[src/sv/sample_statistics_engine_core_macros.svh]
// Assertion macros for the sample statistics engine.
// Included by the top level; expects signals clk and rst in scope.
`ifndef SAMPLE_STATISTICS_ENGINE_CORE_MACROS_SVH
`define SAMPLE_STATISTICS_ENGINE_CORE_MACROS_SVH

// A condition that holds at every clock edge outside reset.
`define SSEC_ASSERT_HOLDS(name, cond, msg) \
  name: assert property (@(posedge clk) disable iff (rst) (cond)) else $error(msg);

// A condition that implies another in the same cycle.
`define SSEC_ASSERT_IMPLIES(name, pre, post, msg) \
  name: assert property (@(posedge clk) disable iff (rst) (pre) |-> (post)) else $error(msg);

// A condition that implies another in the next cycle.
`define SSEC_ASSERT_NEXT(name, pre, post, msg) \
  name: assert property (@(posedge clk) disable iff (rst) (pre) |=> (post)) else $error(msg);

`endif

[src/sv/ssec_pkg.sv]
// Shared constants and types for the sample statistics engine.
// No dependencies; used by the divider, the root unit and the top level.
`default_nettype none

package ssec_pkg;

  // Data format.
  localparam int SAMPLE_BITS = 16;
  localparam int FRAC_BITS   = 8;
  localparam int MAX_COUNT   = 65536;

  // Accumulator widths.
  localparam int CNT_W  = $clog2(MAX_COUNT + 1);
  localparam int SUM_W  = SAMPLE_BITS + CNT_W;
  localparam int SQ_W   = 2 * SAMPLE_BITS - 2 + CNT_W;
  localparam int MAG_W  = SUM_W - 1;

  // Shared multiplier.
  localparam int MUL_W    = 32;
  localparam int PROD_W   = 2 * MUL_W;
  localparam int SQ_LO_W  = 24;
  localparam int SQ_HI_W  = SQ_W - SQ_LO_W;

  // Final division: n*Q - S*S over n*(n-1), scaled by two fraction widths.
  localparam int D_W        = 63;
  localparam int DEN_W      = 2 * CNT_W - 1;
  localparam int NUM_W      = D_W + 2 * FRAC_BITS;
  localparam int MEAN_NUM_W = MAG_W + FRAC_BITS;
  localparam int ITER_W     = $clog2(NUM_W + 1);

  // Result widths.
  localparam int MEAN_W = 24;
  localparam int VAR_W  = 39;
  localparam int QV_W   = 48;
  localparam int ROOT_W = QV_W / 2;
  localparam int ROOT_ITER_W = $clog2(ROOT_W + 1);

  // Status of an iterative unit.
  typedef struct packed {
    logic busy;
    logic done;
  } unit_stat_t;

endpackage

`default_nettype wire

[src/sv/ssec_div.sv]
// Restoring divider, one quotient bit per cycle, shared by the mean and variance.
// Depends on ssec_pkg for widths and the unit status type.
`default_nettype none

module ssec_div import ssec_pkg::*; (
  input  logic              clk,
  input  logic              rst,
  input  logic              start,
  input  logic [ITER_W-1:0] iters,
  input  logic [NUM_W-1:0]  num,
  input  logic [DEN_W-1:0]  den,
  output unit_stat_t        stat,
  output logic [NUM_W-1:0]  quot,
  output logic [DEN_W-1:0]  rem
);

  logic [DEN_W-1:0]  den_r;
  logic [ITER_W-1:0] cnt;
  logic [DEN_W:0]    trial;
  logic [DEN_W:0]    diff;
  logic              take;

  // Shift the next numerator bit into the partial remainder and try the divisor.
  assign trial = {rem, quot[NUM_W-1]};
  assign diff  = trial - {1'b0, den_r};
  assign take  = (trial >= {1'b0, den_r});

  // The quotient bits shift into the numerator register from the bottom.
  always_ff @(posedge clk) begin
    if (rst) begin
      stat.busy <= 1'b0;
      stat.done <= 1'b0;
    end else begin
      stat.done <= 1'b0;
      if (start) begin
        stat.busy <= 1'b1;
        cnt       <= iters;
        quot      <= num;
        rem       <= '0;
        den_r     <= den;
      end else if (stat.busy) begin
        quot <= {quot[NUM_W-2:0], take};
        rem  <= take ? diff[DEN_W-1:0] : trial[DEN_W-1:0];
        cnt  <= cnt - 1'b1;
        if (cnt == ITER_W'(1)) begin
          stat.busy <= 1'b0;
          stat.done <= 1'b1;
        end
      end
    end
  end

endmodule

`default_nettype wire

[src/sv/ssec_sqrt.sv]
// Digit-by-digit integer square root, one root bit per cycle.
// Depends on ssec_pkg for widths and the unit status type.
`default_nettype none

module ssec_sqrt import ssec_pkg::*; (
  input  logic              clk,
  input  logic              rst,
  input  logic              start,
  input  logic [QV_W-1:0]   x,
  output unit_stat_t        stat,
  output logic [ROOT_W-1:0] root
);

  logic [QV_W-1:0]        xr;
  logic [ROOT_W+1:0]      rem;
  logic [ROOT_ITER_W-1:0] cnt;
  logic [ROOT_W+3:0]      trial_rem;
  logic [ROOT_W+3:0]      trial;
  logic [ROOT_W+3:0]      diff;
  logic                   take;

  // Bring down the next two radicand bits and try 4*root + 1.
  assign trial_rem = {rem, xr[QV_W-1 -: 2]};
  assign trial     = {2'b00, root, 2'b01};
  assign diff      = trial_rem - trial;
  assign take      = (trial_rem >= trial);

  always_ff @(posedge clk) begin
    if (rst) begin
      stat.busy <= 1'b0;
      stat.done <= 1'b0;
    end else begin
      stat.done <= 1'b0;
      if (start) begin
        stat.busy <= 1'b1;
        cnt       <= ROOT_ITER_W'(ROOT_W);
        xr        <= x;
        rem       <= '0;
        root      <= '0;
      end else if (stat.busy) begin
        xr   <= {xr[QV_W-3:0], 2'b00};
        rem  <= take ? diff[ROOT_W+1:0] : trial_rem[ROOT_W+1:0];
        root <= {root[ROOT_W-2:0], take};
        cnt  <= cnt - 1'b1;
        if (cnt == ROOT_ITER_W'(1)) begin
          stat.busy <= 1'b0;
          stat.done <= 1'b1;
        end
      end
    end
  end

endmodule

`default_nettype wire

[src/sv/sample_statistics_engine_core.sv]
// Sample statistics engine: count, mean, variance, standard deviation, max and min.
// Samples are taken one per cycle while the engine accumulates; a word with tlast closes the
// set, after which the input is held off until the result word is loaded, longer while the
// previous result word waits. The hold-off covers the one-bit-per-cycle divider (40 steps
// for the mean, 79 for the variance) and the 24-step root unit; a single sample skips the
// variance and the root. Synchronous active-high reset clears all sets in progress.
// The finished result sits in an output register while the next set streams in.
`default_nettype none

`include "sample_statistics_engine_core_macros.svh"

module sample_statistics_engine_core import ssec_pkg::*; (
  input  logic         clk,
  input  logic         rst,
  input  logic         s_tvalid,
  output logic         s_tready,
  input  logic [15:0]  s_tdata,   // [15:0] sample
  input  logic         s_tlast,   // last
  output logic         m_tvalid,
  input  logic         m_tready,
  output logic [143:0] m_tdata    // [16:0] sample_count, [40:17] mean_q8,
                                  // [79:41] variance_q8, [103:80] stddev_q8,
                                  // [119:104] max_value, [135:120] min_value,
                                  // [136] overflow, rest zero
);

  // Sequencer states.
  localparam logic [2:0] ST_ACC   = 3'd0;
  localparam logic [2:0] ST_DRAIN = 3'd1;
  localparam logic [2:0] ST_ISSUE = 3'd2;
  localparam logic [2:0] ST_WAITM = 3'd3;
  localparam logic [2:0] ST_DIVV  = 3'd4;
  localparam logic [2:0] ST_SQRT  = 3'd5;
  localparam logic [2:0] ST_DONE  = 3'd6;

  // What a product is used for.
  localparam logic [2:0] TAG_SQ  = 3'd0;
  localparam logic [2:0] TAG_NQL = 3'd1;
  localparam logic [2:0] TAG_NQH = 3'd2;
  localparam logic [2:0] TAG_SS  = 3'd3;
  localparam logic [2:0] TAG_DEN = 3'd4;

  // Final multiply steps.
  localparam logic [1:0] STEP_NQL = 2'd0;
  localparam logic [1:0] STEP_NQH = 2'd1;
  localparam logic [1:0] STEP_SS  = 2'd2;
  localparam logic [1:0] STEP_DEN = 2'd3;

  localparam logic signed [SAMPLE_BITS-1:0] SAMPLE_MIN = {1'b1, {(SAMPLE_BITS-1){1'b0}}};
  localparam logic signed [SAMPLE_BITS-1:0] SAMPLE_MAX = {1'b0, {(SAMPLE_BITS-1){1'b1}}};

  logic [2:0] state;
  logic [1:0] step;

  // Running set state.
  logic [CNT_W-1:0]              count_acc;
  logic [SUM_W-1:0]              sum_acc;
  logic [SQ_W-1:0]               sq_acc;
  logic signed [SAMPLE_BITS-1:0] run_max;
  logic signed [SAMPLE_BITS-1:0] run_min;
  logic                          dropped;

  // Shared multiplier pipeline.
  logic              op_v;
  logic [MUL_W-1:0]  op_a;
  logic [MUL_W-1:0]  op_b;
  logic [2:0]        op_tag;
  logic              prod_v;
  logic [PROD_W-1:0] prod;
  logic [2:0]        prod_tag;

  // Final results under construction.
  logic [PROD_W-1:0] dacc;
  logic [DEN_W-1:0]  den_r;
  logic [MEAN_W-1:0] mean_q;
  logic [VAR_W-1:0]  var_q;

  // Output register.
  logic [CNT_W-1:0]       out_count;
  logic [MEAN_W-1:0]      out_mean;
  logic [VAR_W-1:0]       out_var;
  logic [ROOT_W-1:0]      out_sd;
  logic [SAMPLE_BITS-1:0] out_max;
  logic [SAMPLE_BITS-1:0] out_min;
  logic                   out_ovf;

  // Arithmetic units.
  logic              div_start;
  logic [ITER_W-1:0] div_iters;
  logic [NUM_W-1:0]  div_num;
  logic [DEN_W-1:0]  div_den;
  unit_stat_t        div_stat;
  logic [NUM_W-1:0]  div_quot;
  logic [DEN_W-1:0]  div_rem;
  logic              sqrt_start;
  unit_stat_t        sqrt_stat;
  logic [ROOT_W-1:0] sqrt_root;

  logic [SAMPLE_BITS-1:0]        sample_raw;
  logic signed [SAMPLE_BITS-1:0] sample_s;
  logic [SAMPLE_BITS-1:0]        sample_mag;
  logic [SUM_W-1:0]              sample_ext;
  logic                          s_accept;
  logic                          room;
  logic [SUM_W-1:0]              sum_neg;
  logic [MAG_W-1:0]              sum_mag;
  logic                          sum_is_neg;
  logic                          pipe_empty;
  logic                          multi;
  logic                          round_up;
  logic [MEAN_W-1:0]             mean_mag;
  logic [MEAN_W-1:0]             mean_val;
  logic                          out_free;
  logic [CNT_W-1:0]              count_m1;

  // Input word decode.
  assign sample_raw = s_tdata[SAMPLE_BITS-1:0];
  assign sample_s   = signed'(sample_raw);
  assign sample_mag = sample_raw[SAMPLE_BITS-1] ? (~sample_raw) + 1'b1 : sample_raw;
  assign sample_ext = {{(SUM_W-SAMPLE_BITS){sample_raw[SAMPLE_BITS-1]}}, sample_raw};
  assign s_tready   = (state == ST_ACC);
  assign s_accept   = s_tvalid && s_tready;
  assign room       = (count_acc < CNT_W'(MAX_COUNT));

  // Magnitude and sign of the sum.
  assign sum_is_neg = sum_acc[SUM_W-1];
  assign sum_neg    = -sum_acc;
  assign sum_mag    = sum_is_neg ? sum_neg[MAG_W-1:0] : sum_acc[MAG_W-1:0];

  assign pipe_empty = !op_v && !prod_v;
  assign multi      = (count_acc > CNT_W'(1));
  assign out_free   = !m_tvalid || m_tready;
  assign count_m1   = count_acc - 1'b1;

  // Floor of the mean: a negative sum takes the ceiling of the magnitude.
  assign round_up = sum_is_neg && (div_rem != '0);
  assign mean_mag = div_quot[MEAN_W-1:0] + MEAN_W'(round_up);
  assign mean_val = sum_is_neg ? -mean_mag : mean_mag;

  // Divider and root unit operands and start pulses.
  always_comb begin
    div_start  = 1'b0;
    div_iters  = ITER_W'(MEAN_NUM_W);
    div_num    = {sum_mag, {(NUM_W-MAG_W){1'b0}}};
    div_den    = DEN_W'(count_acc);
    sqrt_start = 1'b0;
    unique case (state)
      ST_DRAIN: begin
        div_start = pipe_empty;
      end
      ST_WAITM: begin
        div_start = pipe_empty && !div_stat.busy && multi;
        div_iters = ITER_W'(NUM_W);
        div_num   = {dacc[D_W-1:0], {(2*FRAC_BITS){1'b0}}};
        div_den   = den_r;
      end
      ST_DIVV: begin
        sqrt_start = div_stat.done;
      end
      ST_ACC, ST_ISSUE, ST_SQRT, ST_DONE: begin
      end
      default: begin
      end
    endcase
  end

  // Product register after the shared multiplier.
  always_ff @(posedge clk) begin
    if (rst) begin
      prod_v <= 1'b0;
    end else begin
      prod_v <= op_v;
    end
    prod     <= op_a * op_b;
    prod_tag <= op_tag;
  end

  // Sequencer, accumulators and output register.
  always_ff @(posedge clk) begin
    if (rst) begin
      state     <= ST_ACC;
      step      <= STEP_NQL;
      op_v      <= 1'b0;
      count_acc <= '0;
      sum_acc   <= '0;
      sq_acc    <= '0;
      run_max   <= SAMPLE_MIN;
      run_min   <= SAMPLE_MAX;
      dropped   <= 1'b0;
      m_tvalid  <= 1'b0;
    end else begin
      op_v <= 1'b0;
      if (m_tvalid && m_tready) begin
        m_tvalid <= 1'b0;
      end

      // Products land in the accumulator their tag names.
      if (prod_v) begin
        case (prod_tag)
          TAG_SQ:  sq_acc <= sq_acc + SQ_W'(prod[2*SAMPLE_BITS-1:0]);
          TAG_NQL: dacc   <= prod;
          TAG_NQH: dacc   <= dacc + {prod[PROD_W-1-SQ_LO_W:0], {SQ_LO_W{1'b0}}};
          TAG_SS:  dacc   <= dacc - prod;
          TAG_DEN: den_r  <= prod[DEN_W-1:0];
          default: begin
          end
        endcase
      end

      unique case (state)
        ST_ACC: begin
          if (s_accept) begin
            if (room) begin
              count_acc <= count_acc + 1'b1;
              sum_acc   <= sum_acc + sample_ext;
              if (sample_s > run_max) run_max <= sample_s;
              if (sample_s < run_min) run_min <= sample_s;
              op_v   <= 1'b1;
              op_a   <= MUL_W'(sample_mag);
              op_b   <= MUL_W'(sample_mag);
              op_tag <= TAG_SQ;
            end else begin
              dropped <= 1'b1;
            end
            if (s_tlast) begin
              state <= ST_DRAIN;
            end
          end
        end
        ST_DRAIN: begin
          // Wait for the last square to land; the mean division starts on leaving.
          if (pipe_empty) begin
            state <= ST_ISSUE;
            step  <= STEP_NQL;
          end
        end
        ST_ISSUE: begin
          // Build n*Q - S*S and n*(n-1) in four passes through the multiplier.
          op_v <= 1'b1;
          step <= step + 1'b1;
          unique case (step)
            STEP_NQL: begin
              op_a   <= MUL_W'(count_acc);
              op_b   <= MUL_W'(sq_acc[SQ_LO_W-1:0]);
              op_tag <= TAG_NQL;
            end
            STEP_NQH: begin
              op_a   <= MUL_W'(count_acc);
              op_b   <= MUL_W'(sq_acc[SQ_W-1:SQ_LO_W]);
              op_tag <= TAG_NQH;
            end
            STEP_SS: begin
              op_a   <= MUL_W'(sum_mag);
              op_b   <= MUL_W'(sum_mag);
              op_tag <= TAG_SS;
            end
            STEP_DEN: begin
              op_a   <= MUL_W'(count_acc);
              op_b   <= MUL_W'(count_m1);
              op_tag <= TAG_DEN;
              state  <= ST_WAITM;
            end
            default: begin
            end
          endcase
        end
        ST_WAITM: begin
          if (pipe_empty && !div_stat.busy) begin
            mean_q <= mean_val;
            if (multi) begin
              state <= ST_DIVV;
            end else begin
              var_q <= '0;
              state <= ST_DONE;
            end
          end
        end
        ST_DIVV: begin
          // The quotient carries sixteen fraction bits; the variance keeps eight.
          if (div_stat.done) begin
            var_q <= div_quot[VAR_W+FRAC_BITS-1:FRAC_BITS];
            state <= ST_SQRT;
          end
        end
        ST_SQRT: begin
          if (sqrt_stat.done) begin
            state <= ST_DONE;
          end
        end
        ST_DONE: begin
          if (out_free) begin
            m_tvalid  <= 1'b1;
            out_count <= count_acc;
            out_mean  <= mean_q;
            out_var   <= var_q;
            out_sd    <= multi ? sqrt_root : '0;
            out_max   <= run_max;
            out_min   <= run_min;
            out_ovf   <= dropped;
            count_acc <= '0;
            sum_acc   <= '0;
            sq_acc    <= '0;
            run_max   <= SAMPLE_MIN;
            run_min   <= SAMPLE_MAX;
            dropped   <= 1'b0;
            state     <= ST_ACC;
          end
        end
        default: begin
          state <= ST_ACC;
        end
      endcase
    end
  end

  ssec_div u_div (
    .clk   (clk),
    .rst   (rst),
    .start (div_start),
    .iters (div_iters),
    .num   (div_num),
    .den   (div_den),
    .stat  (div_stat),
    .quot  (div_quot),
    .rem   (div_rem)
  );

  ssec_sqrt u_sqrt (
    .clk   (clk),
    .rst   (rst),
    .start (sqrt_start),
    .x     (div_quot[QV_W-1:0]),
    .stat  (sqrt_stat),
    .root  (sqrt_root)
  );

  // Result word.
  assign m_tdata = {7'b0, out_ovf, out_min, out_max, out_sd, out_var, out_mean, out_count};

  // Checks on the sequencing.
  `SSEC_ASSERT_IMPLIES(a_ready_units_idle, s_tready, !div_stat.busy && !sqrt_stat.busy, "input taken while a unit is busy")
  `SSEC_ASSERT_NEXT(a_last_closes_set, s_tvalid && s_tready && s_tlast, !s_tready, "input still taken after the last word")
  `SSEC_ASSERT_IMPLIES(a_single_zero_var, (state == ST_DONE) && (count_acc == CNT_W'(1)), var_q == '0, "single sample with nonzero variance")
  `SSEC_ASSERT_HOLDS(a_count_bound, count_acc <= CNT_W'(MAX_COUNT), "sample count beyond the set limit")

endmodule

`default_nettype wire

[config.mk]
export PLATFORM = sky130hd
export DESIGN_NAME = sample_statistics_engine_core
export DESIGN_NICKNAME = d
export VERILOG_FILES = /design/src/sv/ssec_pkg.sv /design/src/sv/ssec_div.sv /design/src/sv/ssec_sqrt.sv /design/src/sv/sample_statistics_engine_core.sv
export VERILOG_INCLUDE_DIRS = /design/src /design/src/sv
export SDC_FILE = /design/constraint.sdc
export NUM_CORES = 2
export LEC_CHECK = 0
export BUFFER_PORTS_ARGS = -buffer_cell sky130_fd_sc_hd__buf_2
export CELL_PAD_IN_SITES_DETAIL_PLACEMENT = 1
export CELL_PAD_IN_SITES_GLOBAL_PLACEMENT = 1
export CORE_ASPECT_RATIO = 1.5
export CORE_MARGIN = 2
export CORE_UTILIZATION = 55
export DETAILED_ROUTE_END_ITERATION = 8
export PLACE_DENSITY_LB_ADDON = 0.12
export RECOVER_POWER = 25
export SLEW_MARGIN = 20
export SYNTH_ARGS = -nofsm -noshare
export SYNTH_HDL_FRONTEND = slang
export SYNTH_SLANG_ARGS = --single-unit
[constraint.sdc]
create_clock -name clk -period 17.15 [get_ports clk]
set_input_delay 2.5725 -clock clk [delete_from_list [all_inputs] [get_ports clk]]
set_output_delay 2.5725 -clock clk [all_outputs]
set_load 0.005 [all_outputs]
==> results.py <==
metrics = {
    "cells_and_area": {
        "final_util_pct": 59.4,
        "drive_above_1_share_pct": 5.63,
        "fill_cells": 15973,
        "final_cell_mix": "1,124 x inv_1, 1,050 x nand2_1, 900 x fa_1",
        "postLayoutCellArea_um2": 84200,
        "synthToLayoutAreaGrowth_pct": 7.07,
        "final_common_cell": "inv_1",
        "finalNetCount": 9697,
    },
    "worst_hold_path": {
        "holdCritPathClass": "reg -> reg",
    },
    "floorplan": {
        "core_um2": 142000,
        "num_io_pins": 167,
        "initial_core_util_pct": 55.5,
        "placement_rows": 169,
        "dieWidth_um": 313,
        "dieArea_um2": 146000,
        "die_h_um": 467,
    },
    "timing": {
        "tightest_slew_ns": 2.91,
        "clock.fmax_mhz": 106,
        "final-hold-violation-count": 0,
        "tns_ns": 0,
        "setup_viol": 0,
        "report.final.slew_viol_count": 464,
        "max-slew-margin-rel_pct": -94.0,
        "finalCriticalPeriod_ns": 9.46,
        "rsz0062_at_grt": "no",
        "final.setup_skew_ns": 0.0461,
        "fin_crit_sh_pct": 55.2,
        "hold_ws_ns": 0.348,
    },
    "global_routing": {
        "grt_max_degree": 78,
        "grt_pass1_wl_um": 442000,
        "grt_pass1_vias": 70354,
        "antenna_found_initial": 28,
        "overflow": 0,
        "track_usage_pct": 41.1,
    },
    "setup_path": {
        "cp_top_family": "adder cells",
        "critPathLaunchType": "flip-flop",
        "rrSetupSlack_ns": 7.69,
        "worst_path_most_repeated_cell": "fa_1",
        "slowest_delay_ns": 1.15,
        "crit_buf_inv": 4,
        "cp_max_fo": 21,
        "worst-endpoint-required_ns": 17.79,
        "cp-end-kind": "flip-flop",
        "arrival_ns": 10.10,
        "crit_slowest_cell": "clkbuf_1",
        "path_class": "reg -> reg",
    },
    "placed_design": {
        "io_buffers": 159,
        "hpwl_um": 226000,
        "placed_cell_area_um2": 81200,
        "place_congestion": 0.988,
    },
    "drt": {
        "routed_via_density": 6.24,
        "routedWlPerCell_um": 29.2,
        "ant_nets": 0,
        "dr.pass1.iters": 6,
        "drc": 0,
        "drtIter0Drc": 5198,
        "vias": 63765,
        "wl_um": 298000,
    },
    "synth": {
        "avgSynthCellArea_um2": 9.47,
        "synth_seq_cells": 826,
        "synth_top_area_share_pct": 23.6,
        "yosysSeqAreaShare_pct": 28.9,
        "synth_top_cell_by_area": "edfxtp_1",
        "synth_area_um2": 78600,
        "synth-main-ff-cell": "edfxtp_1",
        "yosysWarnings": 0,
        "yosysUniqueCellTypes": 86,
        "synth-edff-count": 618,
        "async_reset_ff_share_pct": 0,
        "synthTopCellsByArea": "edfxtp_1 24%, fa_1 23%, ha_1 8.4%",
        "synthCells": 8299,
    },
    "run_status": {
        "failed_checks": "capacitance limit, slew limit",
        "outcome": "complete, but fails checks",
    },
    "clocking": {
        "clk_path_buf_depth": 3,
        "root_buffer": "clkbuf_16",
        "ctsHoldBuffers": 0,
        "cts_resized": 0,
        "cts_tree": "done",
        "path_clk_slew_ns": 0.07,
        "clk_latency_ns": 0.74,
        "cts.sinks": 826,
        "numCtsBuffers": 87,
        "cts_setup_buffers": 0,
        "cts.htree.levels": 3,
    },
    "run": {
        "drv_cap": 12,
    },
}
==> metal layers <==
layer | global-route usage (%) | wire, µm | up-vias
li1 | - | - | 27070
met1 | 46.8 | 105000 | 32617
met2 | 69.0 | 144000 | 2880
met3 | 6.78 | 21200 | 1190
met4 | 31.6 | 27300 | 8
met5 | 0 | 58 | -
==> cell families (layout without fill, tap and decap cells) <==
family | Yosys count | count (layout) | synth area share (%)
and+or+nand+nor | 2698 | 2698 | 16.6
adders and majority gates | 1427 | 1427 | 31.3
DFF | 826 | 826 | 28.9
xor gates and xnor gates | 382 | 382 | 4.27
buffers and inverters | 1553 | 1568 | 7.47
muxes | 42 | 42 | 0.538
AOI/OAI and AO/OA | 1370 | 1370 | 10.9
other | 1 | 18 | 0.00477
==> stage by stage <==
stage          setup WS [ns]  cells
4_1_cts                 7.72  10196
3_5_place_dp            7.70  10036
6_report                7.69  10212
5_1_grt                 7.44  10202
3_3_place_gp            7.87  10036
2_1_floorplan           7.66   8305
==> worst paths after layout <==
| kind | from | to | depth (start not counted) |
|---|---|---|---|
| worst min register to register | op_tag[0] | prod_tag[0] | 0 |
| worst max register to register | op_a[0] | prod[57] | 25 |
| worst max-delay path | op_a[0] | prod[57] | 25 |
| worst min-delay path | op_tag[0] | prod_tag[0] | 0 |
==> cell usage after synthesis, types with 9 or more instances <==
cell / n
inv_1: 1124
nand2_1: 1051
fa_1: 900
and2_1: 684
edfxtp_1: 618
ha_1: 527
a21oi_1: 434
nor2_1: 426
clkbuf_1: 404
o21ai_0: 308
xnor2_1: 220
dfxtp_1: 208
a21o_1: 167
xor2_1: 161
nand3_1: 127
nor3_1: 62
nand4_1: 59
and3_1: 58
a22oi_1: 49
nand2b_1: 48
a31oi_1: 47
o22ai_1: 44
a211oi_1: 41
mux2i_1: 40
nor2b_1: 39
o21a_1: 35
o21bai_1: 35
or3_1: 31
nor4_1: 30
o31ai_1: 30
or2_2: 23
o211ai_1: 22
o22a_1: 18
a221oi_1: 17
and4_1: 12
buf_1: 12
a211o_1: 11
a41oi_1: 11
nand3b_1: 10
a21boi_0: 9
buf_4: 9
o31a_1: 9
o41ai_1: 9
==> layout make-up <==
type                       instances  area [µm²]  share of cell area [%]
clock buffer                     111        2420                    2.88
clock inverter                    49         578                   0.687
multi-input combinational       5926       50100                    59.6
tap                             1881        2350                    2.80
sequential                       826       22700                    27.0
timing repair buffer             284        1710                    2.03
inverter                        1124        4220                    5.01
antenna                           11        27.5                  0.0327
==> sequential cells by signal (all words and copies together), names as in the netlist, 33 cells and up <==
name         flops
u_div.rem       33
u_div.den_r     33
dacc            63
u_div.quot      79
u_sqrt.xr       48
var_q           39
out_var         39
prod            63
sq_acc          47
den_r           33
sum_acc         33
Power is left out: the tool's default activity adds up to more than one toggle a clock period on the data nets, which glitch-free logic cannot reach.
